===== src/hdl/dcc_pkg.sv =====
package dcc_pkg;

  localparam int BIT_STORE_DEPTH = 256;
  localparam int PTR_W           = $clog2(BIT_STORE_DEPTH);
  localparam int FRAME_W         = 6;
  localparam int IDLE_BITS       = 40;
  localparam int PRE_SHORT       = 12;
  localparam int PRE_LONG        = 20;

  // Item kinds on the input channel
  localparam logic CMD_TICK = 1'b0;
  localparam logic CMD_BYTE = 1'b1;

  // Idle packet, sent MSB first: preamble ones, 0xff address, 0x00 data, 0xff check, end bit.
  localparam logic [IDLE_BITS-1:0] IDLE_PKT = 40'hFF_F7_F8_01_FF;

  typedef logic [PTR_W-1:0]   ptr_t;
  typedef logic [FRAME_W-1:0] frame_cnt_t;

  typedef struct packed {
    logic en;
    ptr_t addr;
    logic data;
  } wr_t;

  typedef struct packed {
    logic busy;
    logic done;
    logic stored;
  } frm_stat_t;

  function automatic ptr_t ptr_next(ptr_t p);
    ptr_t nxt;
    nxt = (p == PTR_W'(BIT_STORE_DEPTH - 1)) ? '0 : p + 1'b1;
    return nxt;
  endfunction

  function automatic logic idle_bit(logic [5:0] p);
    logic b;
    b = IDLE_PKT[6'(IDLE_BITS - 1) - p];
    return b;
  endfunction

endpackage


===== src/hdl/dcc_if.sv =====
interface dcc_in_if;
  logic       valid;
  logic       ready;
  logic       command;
  logic [7:0] data_byte;
  logic       first_of_packet;
  logic       last_of_packet;
  logic       long_preamble;

  modport source (output valid, command, data_byte, first_of_packet, last_of_packet,
                  long_preamble, input ready);
  modport sink (input valid, command, data_byte, first_of_packet, last_of_packet,
                long_preamble, output ready);
endinterface

interface dcc_out_if;
  logic valid;
  logic ready;
  logic track_a;
  logic track_b;
  logic accepted;

  modport source (output valid, track_a, track_b, accepted, input ready);
  modport sink (input valid, track_a, track_b, accepted, output ready);
endinterface


===== src/hdl/dcc_bit_store.sv =====
module dcc_bit_store (
  input  logic           clk_i,
  input  dcc_pkg::wr_t   wr_i,
  input  dcc_pkg::ptr_t  rd_addr_i,
  output logic           rd_data_o
);

  logic mem [dcc_pkg::BIT_STORE_DEPTH];

  always_ff @(posedge clk_i) begin
    if (wr_i.en) begin
      mem[wr_i.addr] <= wr_i.data;
    end
  end

  always_ff @(posedge clk_i) begin
    rd_data_o <= mem[rd_addr_i];
  end

endmodule


===== src/hdl/dcc_framer.sv =====
module dcc_framer (
  input  logic                  clk_i,
  input  logic                  rst_ni,
  input  logic                  start_i,
  input  logic [7:0]            data_byte_i,
  input  logic                  first_i,
  input  logic                  last_i,
  input  logic                  long_i,
  input  dcc_pkg::ptr_t         read_pos_i,
  output dcc_pkg::ptr_t         write_pos_o,
  output dcc_pkg::wr_t          wr_o,
  output dcc_pkg::frm_stat_t    stat_o
);

  localparam int CW      = dcc_pkg::PTR_W + 1;
  localparam int FRAME_W = dcc_pkg::FRAME_W;

  logic                 busy_q, done_q, stored_q;
  dcc_pkg::frame_cnt_t  cnt_q, len_q, pre_q;
  logic [7:0]           byte_q, xor_q;
  dcc_pkg::ptr_t        wpos_q;

  dcc_pkg::frame_cnt_t  pre_w, len_w, rel_w;
  logic [CW-1:0]        used_w, room_w;
  logic                 fit_w, bit_w;
  logic [7:0]           xor_w;

  // Frame length and free room for a new byte.
  always_comb begin
    pre_w = '0;
    if (first_i) begin
      pre_w = long_i ? FRAME_W'(dcc_pkg::PRE_LONG) : FRAME_W'(dcc_pkg::PRE_SHORT);
    end
    len_w = pre_w + 6'd9 + (last_i ? 6'd10 : 6'd0);
    if (wpos_q >= read_pos_i) begin
      used_w = {1'b0, wpos_q} - {1'b0, read_pos_i};
    end else begin
      used_w = {1'b0, wpos_q} + CW'(dcc_pkg::BIT_STORE_DEPTH) - {1'b0, read_pos_i};
    end
    room_w = CW'(dcc_pkg::BIT_STORE_DEPTH - 1) - used_w;
    fit_w  = CW'(len_w) <= room_w;
    xor_w  = (first_i ? 8'h00 : xor_q) ^ data_byte_i;
  end

  // Bit at the current frame position: preamble, start, data, separator, check, end.
  always_comb begin
    rel_w = cnt_q - pre_q;
    if (cnt_q < pre_q) begin
      bit_w = 1'b1;
    end else if (rel_w == 6'd0 || rel_w == 6'd9) begin
      bit_w = 1'b0;
    end else if (rel_w <= 6'd8) begin
      bit_w = byte_q[3'(6'd8 - rel_w)];
    end else if (rel_w <= 6'd17) begin
      bit_w = xor_q[3'(6'd17 - rel_w)];
    end else begin
      bit_w = 1'b1;
    end
  end

  always_ff @(posedge clk_i or negedge rst_ni) begin
    if (!rst_ni) begin
      busy_q   <= 1'b0;
      done_q   <= 1'b0;
      stored_q <= 1'b0;
      cnt_q    <= '0;
      len_q    <= '0;
      pre_q    <= '0;
      xor_q    <= '0;
      wpos_q   <= '0;
    end else begin
      done_q <= 1'b0;
      if (start_i) begin
        stored_q <= fit_w;
        if (fit_w) begin
          busy_q <= 1'b1;
          cnt_q  <= '0;
          len_q  <= len_w;
          pre_q  <= pre_w;
          xor_q  <= xor_w;
        end else begin
          done_q <= 1'b1;
        end
      end else if (busy_q) begin
        wpos_q <= dcc_pkg::ptr_next(wpos_q);
        cnt_q  <= cnt_q + 1'b1;
        if (cnt_q == len_q - 1'b1) begin
          busy_q <= 1'b0;
          done_q <= 1'b1;
        end
      end
    end
  end

  always_ff @(posedge clk_i) begin
    if (start_i) begin
      byte_q <= data_byte_i;
    end
  end

  assign write_pos_o   = wpos_q;
  assign wr_o.en       = busy_q;
  assign wr_o.addr     = wpos_q;
  assign wr_o.data     = bit_w;
  assign stat_o.busy   = busy_q;
  assign stat_o.done   = done_q;
  assign stat_o.stored = stored_q;

endmodule


===== src/hdl/dcc_packet_transmitter.sv =====
// DCC track encoder. Packet bytes come in on the input channel and are framed into a
// 256-entry ring of single bits: a first byte adds a preamble of 12 ones (20 with
// long_preamble) and restarts the XOR check, every byte adds a 0 start bit and its eight
// bits MSB first, and a last byte adds a 0, the XOR check byte and a 1 end bit. A byte
// whose framed bits do not all fit in the ring is refused whole (accepted = 0) and
// leaves the check untouched. A tick item is one half-bit time: a one bit lasts two
// ticks and a zero four, and the two bridge lines switch in opposition. With nothing
// queued the lines rest high, or, with idle_fill set, the 40-bit idle packet repeats;
// an idle packet once begun is sent to its end. Every item returns exactly one result
// transfer with the line levels after it. A tick passes through the ring read (S_RD)
// and the line update (S_TICK) before its result is registered; a byte waits in S_BYTE
// while the framer writes its frame one bit per cycle through the ring's single write
// port, and a refused byte writes nothing. One item is in work at a time; the next
// input transfer is taken once the result is out or leaving.
module dcc_packet_transmitter (
  input  logic       clk_i,
  input  logic       rst_ni,
  input  logic       cfg_we_i,
  input  logic       cfg_data_i,
  dcc_in_if.sink     in_ch,
  dcc_out_if.source  out_ch
);

  localparam logic [1:0] S_IDLE = 2'd0;
  localparam logic [1:0] S_RD   = 2'd1;
  localparam logic [1:0] S_TICK = 2'd2;
  localparam logic [1:0] S_BYTE = 2'd3;

  logic [1:0]          state_q, state_d;
  logic                idle_fill_q;
  logic                out_valid_q, out_valid_d;
  logic                acc_q, acc_d;

  // Line state
  dcc_pkg::ptr_t       read_pos_q, read_pos_d;
  logic                idle_active_q, idle_active_d;
  logic [5:0]          idle_pos_q, idle_pos_d;
  logic [2:0]          half_q, half_d;
  logic                bit_now_q, bit_now_d;
  logic                drv_a_q, drv_a_d;
  logic                drv_b_q, drv_b_d;

  dcc_pkg::ptr_t       write_pos;
  dcc_pkg::wr_t        wr;
  dcc_pkg::frm_stat_t  frm_stat;
  logic                rd_bit;
  logic                in_xfer, byte_start, queued;

  assign in_ch.ready = (state_q == S_IDLE) && (!out_valid_q || out_ch.ready);
  assign in_xfer     = in_ch.valid && in_ch.ready;
  assign byte_start  = in_xfer && (in_ch.command == dcc_pkg::CMD_BYTE);
  assign queued      = read_pos_q != write_pos;

  dcc_framer u_framer (
    .clk_i       (clk_i),
    .rst_ni      (rst_ni),
    .start_i     (byte_start),
    .data_byte_i (in_ch.data_byte),
    .first_i     (in_ch.first_of_packet),
    .last_i      (in_ch.last_of_packet),
    .long_i      (in_ch.long_preamble),
    .read_pos_i  (read_pos_q),
    .write_pos_o (write_pos),
    .wr_o        (wr),
    .stat_o      (frm_stat)
  );

  // Read the head of the ring every cycle; the data is valid in S_TICK.
  dcc_bit_store u_store (
    .clk_i     (clk_i),
    .wr_i      (wr),
    .rd_addr_i (read_pos_q),
    .rd_data_o (rd_bit)
  );

  always_comb begin
    state_d       = state_q;
    out_valid_d   = out_valid_q;
    acc_d         = acc_q;
    read_pos_d    = read_pos_q;
    idle_active_d = idle_active_q;
    idle_pos_d    = idle_pos_q;
    half_d        = half_q;
    bit_now_d     = bit_now_q;
    drv_a_d       = drv_a_q;
    drv_b_d       = drv_b_q;

    // Drop the result once the sink takes it.
    if (out_valid_q && out_ch.ready) begin
      out_valid_d = 1'b0;
    end

    unique case (state_q)
      S_IDLE: begin
        if (in_xfer) begin
          state_d = (in_ch.command == dcc_pkg::CMD_BYTE) ? S_BYTE : S_RD;
        end
      end
      S_RD: begin
        state_d = S_TICK;
      end
      S_TICK: begin
        state_d     = S_IDLE;
        out_valid_d = 1'b1;
        acc_d       = 1'b1;
        if (!(idle_active_q && idle_pos_q != 6'd0) && !idle_fill_q && !queued) begin
          // Rest: hold both lines high and restart the bit.
          drv_a_d = 1'b1;
          drv_b_d = 1'b1;
          half_d  = 3'd0;
        end else begin
          if (half_q == 3'd0 || bit_now_q || half_q == 3'd2 || half_q == 3'd4) begin
            drv_b_d = drv_a_q;
            drv_a_d = ~drv_a_q;
          end
          // Pick the source and the bit at the start of each bit time.
          if (half_q == 3'd0) begin
            if (!queued && !idle_active_q) begin
              idle_active_d = 1'b1;
              idle_pos_d    = 6'd0;
            end else if (queued && idle_active_q && idle_pos_q == 6'd0) begin
              idle_active_d = 1'b0;
            end
            bit_now_d = idle_active_d ? dcc_pkg::idle_bit(idle_pos_d) : rd_bit;
          end
          half_d = half_q + 3'd1;
          if ((bit_now_d && half_d >= 3'd2) || (!bit_now_d && half_d >= 3'd4)) begin
            if (idle_active_d) begin
              idle_pos_d = (idle_pos_d == 6'(dcc_pkg::IDLE_BITS - 1)) ? 6'd0
                                                                     : idle_pos_d + 6'd1;
            end else begin
              read_pos_d = dcc_pkg::ptr_next(read_pos_q);
            end
            half_d = 3'd0;
          end
        end
      end
      S_BYTE: begin
        if (frm_stat.done) begin
          state_d     = S_IDLE;
          out_valid_d = 1'b1;
          acc_d       = frm_stat.stored;
        end
      end
      default: begin
        state_d = S_IDLE;
      end
    endcase
  end

  always_ff @(posedge clk_i or negedge rst_ni) begin
    if (!rst_ni) begin
      state_q       <= S_IDLE;
      idle_fill_q   <= 1'b0;
      out_valid_q   <= 1'b0;
      acc_q         <= 1'b0;
      read_pos_q    <= '0;
      idle_active_q <= 1'b0;
      idle_pos_q    <= '0;
      half_q        <= '0;
      bit_now_q     <= 1'b0;
      drv_a_q       <= 1'b1;
      drv_b_q       <= 1'b1;
    end else begin
      state_q       <= state_d;
      out_valid_q   <= out_valid_d;
      acc_q         <= acc_d;
      read_pos_q    <= read_pos_d;
      idle_active_q <= idle_active_d;
      idle_pos_q    <= idle_pos_d;
      half_q        <= half_d;
      bit_now_q     <= bit_now_d;
      drv_a_q       <= drv_a_d;
      drv_b_q       <= drv_b_d;
      if (cfg_we_i) begin
        idle_fill_q <= cfg_data_i;
      end
    end
  end

  assign out_ch.valid    = out_valid_q;
  assign out_ch.track_a  = drv_a_q;
  assign out_ch.track_b  = drv_b_q;
  assign out_ch.accepted = acc_q;

  a_no_overrun: assert property (@(posedge clk_i) disable iff (!rst_ni)
    in_xfer |-> (!out_valid_q || out_ch.ready))
    else $error("input taken while a result is still held");

  a_half_range: assert property (@(posedge clk_i) disable iff (!rst_ni)
    half_q <= 3'd3)
    else $error("half-bit count out of range");

  a_idle_range: assert property (@(posedge clk_i) disable iff (!rst_ni)
    idle_pos_q < 6'(dcc_pkg::IDLE_BITS))
    else $error("idle packet position out of range");

  a_write_in_byte: assert property (@(posedge clk_i) disable iff (!rst_ni)
    wr.en |-> state_q == S_BYTE)
    else $error("ring written outside byte framing");

  a_tick_result: assert property (@(posedge clk_i) disable iff (!rst_ni)
    state_q == S_TICK |=> out_valid_q && acc_q)
    else $error("tick finished without a result");

endmodule


===== src/flat_wrapper.sv =====
// flat-port wrapper written by rule: the top's interface ports become plain ports
module dcc_packet_transmitter_flat 
  (clk_i, rst_ni, cfg_we_i, cfg_data_i, in_ch_valid, in_ch_command, in_ch_data_byte, in_ch_first_of_packet, in_ch_last_of_packet, in_ch_long_preamble, in_ch_ready, out_ch_valid, out_ch_track_a, out_ch_track_b, out_ch_accepted, out_ch_ready);
  dcc_in_if in_ch_i ();
  dcc_out_if out_ch_i ();
  input  logic clk_i;
  input  logic rst_ni;
  input  logic cfg_we_i;
  input  logic cfg_data_i;
  input wire logic [$bits(in_ch_i.valid)-1:0] in_ch_valid;
  input wire logic [$bits(in_ch_i.command)-1:0] in_ch_command;
  input wire logic [$bits(in_ch_i.data_byte)-1:0] in_ch_data_byte;
  input wire logic [$bits(in_ch_i.first_of_packet)-1:0] in_ch_first_of_packet;
  input wire logic [$bits(in_ch_i.last_of_packet)-1:0] in_ch_last_of_packet;
  input wire logic [$bits(in_ch_i.long_preamble)-1:0] in_ch_long_preamble;
  output wire logic [$bits(in_ch_i.ready)-1:0] in_ch_ready;
  output wire logic [$bits(out_ch_i.valid)-1:0] out_ch_valid;
  output wire logic [$bits(out_ch_i.track_a)-1:0] out_ch_track_a;
  output wire logic [$bits(out_ch_i.track_b)-1:0] out_ch_track_b;
  output wire logic [$bits(out_ch_i.accepted)-1:0] out_ch_accepted;
  input wire logic [$bits(out_ch_i.ready)-1:0] out_ch_ready;
  assign in_ch_i.valid = in_ch_valid;
  assign in_ch_i.command = in_ch_command;
  assign in_ch_i.data_byte = in_ch_data_byte;
  assign in_ch_i.first_of_packet = in_ch_first_of_packet;
  assign in_ch_i.last_of_packet = in_ch_last_of_packet;
  assign in_ch_i.long_preamble = in_ch_long_preamble;
  assign in_ch_ready = in_ch_i.ready;
  assign out_ch_valid = out_ch_i.valid;
  assign out_ch_track_a = out_ch_i.track_a;
  assign out_ch_track_b = out_ch_i.track_b;
  assign out_ch_accepted = out_ch_i.accepted;
  assign out_ch_i.ready = out_ch_ready;
  dcc_packet_transmitter u_core (.clk_i(clk_i), .rst_ni(rst_ni), .cfg_we_i(cfg_we_i), .cfg_data_i(cfg_data_i), .in_ch(in_ch_i), .out_ch(out_ch_i));
endmodule

===== config.mk =====
export PLATFORM = sky130hd
export DESIGN_NAME = dcc_packet_transmitter_flat
export DESIGN_NICKNAME = d
export VERILOG_FILES = /design/src/hdl/dcc_pkg.sv /design/src/hdl/dcc_if.sv /design/src/hdl/dcc_bit_store.sv /design/src/hdl/dcc_framer.sv /design/src/hdl/dcc_packet_transmitter.sv /design/src/flat_wrapper.sv
export SDC_FILE = /design/constraint.sdc
export NUM_CORES = 1
export LEC_CHECK = 0
export ABC_AREA = 1
export BUFFER_PORTS_ARGS = -buffer_cell sky130_fd_sc_hd__buf_2
export CAP_MARGIN = 15
export CORE_ASPECT_RATIO = 0.6
export CORE_UTILIZATION = 35
export CTS_CLUSTER_DIAMETER = 40
export CTS_CLUSTER_SIZE = 20
export DETAILED_ROUTE_END_ITERATION = 8
export MAX_ROUTING_LAYER = met4
export PLACE_DENSITY = 0.52
export SKIP_LAST_GASP = 1
export SLEW_MARGIN = 40
export SYNTH_ARGS = -nofsm -noshare
export SYNTH_HDL_FRONTEND = slang
export SYNTH_SLANG_ARGS = --single-unit
export TNS_END_PERCENT = 10

===== constraint.sdc =====
create_clock -name clk_i -period 6 [get_ports clk_i]
set_input_delay 0.9 -clock clk_i [delete_from_list [all_inputs] [get_ports clk_i]]
set_output_delay 0.9 -clock clk_i [all_outputs]
set_load 0.02 [all_outputs]

======== Yosys cells after proc, flatten, opt, wreduce, memory -nomap -nowiden ========
Memories as Yosys holds them, arrays and structs flattened. A register that Yosys moved wholly into a read port is not among the register bits.
Cells that the tools add are included.
storage, ports and cells
  output and inout bits ................... 5
  bits of input ports ..................... 18
  logic and storage cells ................. 173
  RAM bits ................................ 256
  latch bits .............................. 0
  bits in read-only memories .............. 64
  memories kept ........................... 2
  flip-flop bits (word level) ............. 71
memories
  name                words  width  read ports  clocked after Yosys merged registers in  wr ports  line                RTL
  u_core.u_store.mem  256    1      1           1                                        1         dcc_bit_store.sv:8  logic mem [dcc_pkg::BIT_STORE_DEPTH];
  (name not given)    64     1      1           0                                        0         dcc_pkg.sv:40       b = IDLE_PKT[6'(IDLE_BITS - 1) - p];
cells by class
  divide/modulo/power cells ............... 0
  $add $sub $neg .......................... 16
  $lt $le $gt $ge ......................... 10
  mux-type cells .......................... 66
  bitwise logic cells ..................... 5
  equal/unequal tests ..................... 14
  shift-type cells ........................ 0
  reduce and logical (&&, ||, !) cells .... 40
  multiply operators ...................... 0
operators with widths
  operator                                            number
  2-to-1 mux 6 bit                                    14
  2-to-1 mux 1 bit                                    36
  2-to-1 mux 8 bit                                    3
  adder 8 x 1 -> 8 bit, second input constant         2
  equality test 8 bit, second input constant          2
  AND reduction 2 bit                                 7
  adder 6 x 1 -> 6 bit, second input constant         2
  logical AND 1 bit                                   12
  zero test 6 bit                                     2
  adder 8 x 9 -> 9 bit, second input constant         1
  <= comparator 6 x 9 -> 1 bit                        1
  2-to-1 mux 9 bit                                    1
  subtractor 8 x 8 -> 9 bit                           1
  subtractor 8 x 9 -> 9 bit, first input constant     1
  subtractor 9 x 8 -> 9 bit                           1
  greater-or-equal comparator 8 bit                   1
  < comparator 3 x 4 -> 1 bit, second input constant  2
  inequality test 8 bit                               1
  case mux 2 bit (4 select lines)                     1
  bitwise XOR 8 bit                                   1
  < comparator 6 x 7 -> 1 bit, second input constant  1
  adder 6 x 4 -> 6 bit                                1
  adder 6 x 4 -> 6 bit, second input constant         1
  binary-select mux 1 bit (select 3 bit)              2
  32 further kinds                                    54

======== Logic depth before layout (Yosys ltp) ========
  depth after elaboration ................. 19
  depth in mapped cells ................... 22
  mapped depth without buffers ............ 18

======== Hierarchy ========
A second synthesis with hierarchy kept.
unflattened totals
  cell total of the unflattened synthesis .. 1883
  area, all modules ....................... 16756.1 µm²
modules (own cells, without submodules)
  module                  seq. area each (µm²)  area an instance (µm²)  cells an instance  instances
  dcc_bit_store           7707.4                11717.5                 1184               1
  dcc_framer              1066.0                3045.4                  399                1
  dcc_packet_transmitter  653.1                 1993.2                  300                1

======== Worst setup path before layout ========
OpenSTA, ideal clock, no wires.
  path kind ............................... reg-to-reg
  start point ............................. reg u_core.u_framer.cnt_q[2]
  end point ............................... mem u_core.u_store.mem[0], data pin
  required time ........................... 5.178 ns
  arrival ................................. 4.620 ns
  period minus slack after synthesis ...... 5.443 ns
  setup time .............................. 0.822 ns
  cell stages (with the launch flop) ...... 9
  path slack .............................. 0.557 ns
  cell sequence ........................... dfrtp_1 > inv_1 > ha_1 > fa_1 > xnor2_1 > o21ai_0 > o211ai_1 > o21ai_0 > nand2_1
on the way
  longest elaborated chain between the ends .. 8
  elaborated cells on any way between the ends .. 17
  classes of those cells .................. add/sub (3); order compare (3); eq/ne (1); mux (8); reduce/logical (2)
RTL lines
  element                                 line                RTL
  start, declared                         dcc_framer.sv:19    dcc_pkg::frame_cnt_t cnt_q, len_q, pre_q;
  start signal, assigned                  dcc_framer.sv:86    cnt_q <= cnt_q + 1'b1;
  subtractor 6 bit                        dcc_framer.sv:47    rel_w = cnt_q - pre_q;
  subtractor 1 x 3 -> 3 bit               dcc_framer.sv:55    bit_w = xor_q[3'(6'd17 - rel_w)];
  binary-select mux 1 bit (select 3 bit)  dcc_framer.sv:55
  2-to-1 mux 1 bit (implied by the code)  dcc_framer.sv:55
  2-to-1 mux 1 bit                        dcc_framer.sv:54    end else if (rel_w <= 6'd17) begin
  2-to-1 mux 1 bit                        dcc_framer.sv:52    end else if (rel_w <= 6'd8) begin
  2-to-1 mux 1 bit                        dcc_framer.sv:50    end else if (rel_w == 6'd0 || rel_w == 6'd9) begin
  2-to-1 mux 1 bit (*)                    dcc_framer.sv:48    if (cnt_q < pre_q) begin
  net u_core.u_framer.bit_w               dcc_framer.sv:25    logic fit_w, bit_w;
  end, declared                           dcc_bit_store.sv:8
The timed path passes the listed nets; every way through them passes the cells marked *. The select of a mux whose other input is x is not followed.

======== Worst setup path in the final report ========
  start point ............................. reg u_core.read_pos_q[0]
  end point ............................... reg u_core.u_framer.stored_q
on the way
  longest elaborated chain between the ends .. 4
  elaborated cells on any way between the ends .. 6
  classes of those cells .................. add/sub (3); order compare (2); mux (1)
RTL lines
  element                                            line                           RTL
  start, declared                                    dcc_packet_transmitter.sv:35   dcc_pkg::ptr_t read_pos_q, read_pos_d;
  start signal, assigned                             dcc_packet_transmitter.sv:168  read_pos_q <= read_pos_d;
  subtractor 9 x 8 -> 9 bit (tied with other cells)  dcc_framer.sv:38               used_w = {1'b0, wpos_q} + CW'(dcc_pkg::BIT_STORE_DEPTH) - {1'b0, read_pos_i};
  2-to-1 mux 9 bit (*)                               dcc_framer.sv:35               if (wpos_q >= read_pos_i) begin
  subtractor 8 x 9 -> 9 bit (*)                      dcc_framer.sv:40               room_w = CW'(dcc_pkg::BIT_STORE_DEPTH - 1) - used_w;
  <= comparator 6 x 9 -> 1 bit (*)                   dcc_framer.sv:41               fit_w = CW'(len_w) <= room_w;
  end signal, assigned                               dcc_framer.sv:74               stored_q <= fit_w;
  end, declared                                      dcc_framer.sv:18               logic busy_q, done_q, stored_q;
Mark *: on every way between the ends. The rest lies on a longest branch, timed or not.
A chain may end at the register's enable or synchronous reset.

==> impl_metrics.yaml <==
setup_path:
  endpoint_kind: "flip-flop"
  required_ns: 6.39
  endpoint: "u_core.u_framer.stored_q"
  crit_path_start_kind: "flip-flop"
  critPathArrivalTime_ns: 4.76
  reg2reg_from: "u_core.read_pos_q[0]"
  reg2reg_setup_slack_ns: 1.63
  reg2regPathDepth: 16
  crit_start: "u_core.read_pos_q[0]"
  regToRegEndpoint: "u_core.u_framer.stored_q"
  critPathMaxFanout: 61
  path_class: "reg2reg"
floorplanning:
  core_area_sq_um: 45340
  die_h_um: 169.2
  rows: 60
  dieArea_sq_um: 47470
  die-width_um: 280.6
  pin_count: 23
  start_util: 0.3595
global_routing:
  grt_pass1_wl_mm: 70.44
  gr-total-overflow: 0
  grt_pass1_vias: 11580
  antenna_found_initial: 0
  grt_max_degree: 151
  grt.total_usage: 0.2004
worst_hold_path:
  min_path_type: "in2async"
finish:
  layout_common_cells: "435 x nor2_1, 391 x nand2_1, 264 x edfxtp_1"
  fin_nets: 1870
  insertedDiodeCount: 0
  drive_gt1_frac: 0.08613
  area_delta_synth_final_pct: 12.72
  final_core_util: 0.4052
  layout_commonest_cell: "nor2_1"
detailed_routing:
  final_antenna_net_count: 0
  wirelength_mm: 45.64
  drc_errors: 0
  viasPerCell: 5.049
  drt-wirelength-per-cell_um: 18.51
  drtIter0Drc: 1417
  via_count: 12450
  drt_pass1_iterations: 5
synth:
  synth_area_per_cell_sq_um: 8.908
  ys_types: 47
  synth_top_area_share: 0.4863
  syn_nets: 1883
  synth_area_sq_um: 16300
  synth_top_family_by_area: "simple AND/OR/NAND/NOR gates"
  yosysTopAreaCell: "edfxtp_1"
  synth_area_leaders: "edfxtp_1 49%, nor2_1 10%, nand2_1 9.1%"
  synth_sequential_area_ratio: 0.5782
  async_flop_share: 0.1821
  ys.flop_type: "edfxtp_1"
  synth_seq_cells: 324
  yosys_warnings: 0
  synth.area.mux_share: 0
  synth_cells: 1830
  synth_edf_count: 264
  yosys.area_share.adder: 0.02778
  synth-compound-area-share: 0.06271
  synth_xor_area_frac: 0.01612
  yosys.area_share.simple: 0.2587
timing:
  fin_worst_skew_ns: 0.02058
  finalCriticalPeriod_ns: 4.374
  hold_slack_ns: 0.4468
  relSlewSlack: 0.4257
  fin_ws_ns: 1.626
  totalNegativeSetupSlack_ns: 0
  fmax_ghz: 0.2286
  tightest_slew_ns: 0.8594
  slew_viol_final: 0
  hold_viol: 0
  rsz0062_at_grt: "false"
  min_period_over_period: 0.7290
  setup_viol: 0
clock_network:
  clk_pin_slew_ns: 0.07
  cts_setup_buffers: 0
  insertion_delay_ns: 0.54
  numCtsBuffers: 39
  cts_tree: "built"
  htreeDepth: 2
  clock-sinks: 324
  cts-root-buf: "clkbuf_16"
  cts_resized: 0
  cts_buffer_depth: 3
  ctsHoldBuffers: 0
placed_design:
  pre_cts_ws_ns: 1.550
  io_buffers: 22
  dp_hpwl_mm: 27.82
  gp_congestion: 0.8459
power:
  p_leak_nw: 6.939
  p_per_area_nw_per_um2: 538.2
  peakVddDrop_mv: 0.3880
status:
  status: "finished clean"
flow_run:
  maxCapViolCount: 0
[how the worst min path moves through the flow]
stage                               endpoint  slack, ns
finish              u_core.u_framer.cnt_q[3]       0.45
CTS                        u_core.state_q[0]       0.49
global route        u_core.u_framer.cnt_q[3]       0.48
detailed placement         u_core.state_q[0]       0.47
global placement           u_core.state_q[0]       0.47
floorplan                  u_core.state_q[0]       0.43
[registers in the layout, indices dropped and copies added (netlist names), 6 cells and up]
name	cells
u_core.u_framer.write_pos_o	8
u_core.u_store.mem	256
u_core.u_framer.cnt_q	6
u_core.u_framer.xor_q	8
u_core.read_pos_q	8
u_core.idle_pos_q	6
u_core.u_framer.byte_q	8
u_core.u_framer.len_q	6
[synth_stat cells, types with 21 or more instances]
library cell  count
a21oi_1          27
buf_2            21
clkbuf_1         59
dfrtp_1          57
edfxtp_1        264
ha_1             33
inv_1           114
nand2_1         394
nand3_1         141
nor2_1          436
o21ai_0         120
[area by class of cell]
| class | instances | area, sq um |
|---|---|---|
| clock buffers | 41 | 1026 |
| clock inverters | 29 | 361.6 |
| fillers | 4585 | 26970 |
| inverters | 124 | 475.5 |
| multi-input cells | 1284 | 5989 |
| flip-flops and latches | 324 | 9432 |
| well taps | 620 | 775.7 |
| repair buffers | 44 | 315.3 |
[report_power, final]
part / total, mW / internal (mW) / switching, mW
registers: 3.58 / 3.28 / 0.301
clock network: 2.56 / 1.50 / 1.06
logic: 3.75 / 1.00 / 2.74
[critical path: stages, from the launching register on]
cell and delay (ns):
dfrtp_4 0.92, ha_1 0.34, inv_1 0.07, fa_1 0.39, nand3_1 0.08, nand3_1 0.10, xor2_1 0.17, ha_1 0.30
nand2_1 0.05, inv_1 0.06, nand3_1 0.09, nand3_1 0.11, nand2_1 0.05, a21oi_1 0.12, nand4_1 0.53, nand2_2 0.67
o21ai_0 0.17
[per-layer routing]
| metal | track usage | share of wire |
|---|---|---|
| met3 | 0.03731 | 0.076 |
| met2 | 0.2692 | 0.40 |
| met1 | 0.3115 | 0.51 |
| met4 | 0.03350 | 0.013 |
| met5 | - | 0 |
[kinds of logic after synthesis]
| family | Yosys count |
|---|---|
| AND/OR/NAND/NOR | 1032 |
| flip-flops | 324 |
| adder cells (fa/ha/maj) | 35 |
| AO/OA/AOI/OAI | 187 |
| XOR/XNOR | 30 |
| buffers and inverters | 222 |
[through the flow]
stage               cell area [sq um]  power [mW]  std cells
detailed placement              16980       7.368       2396
global route                    18380       10.52       2466
floorplan                       16300       5.922       1830
CTS                             18370       9.949       2466
finish                          18380       9.889       2466
global placement                16910       7.290       2393
(Power assumes the default switching activity.)
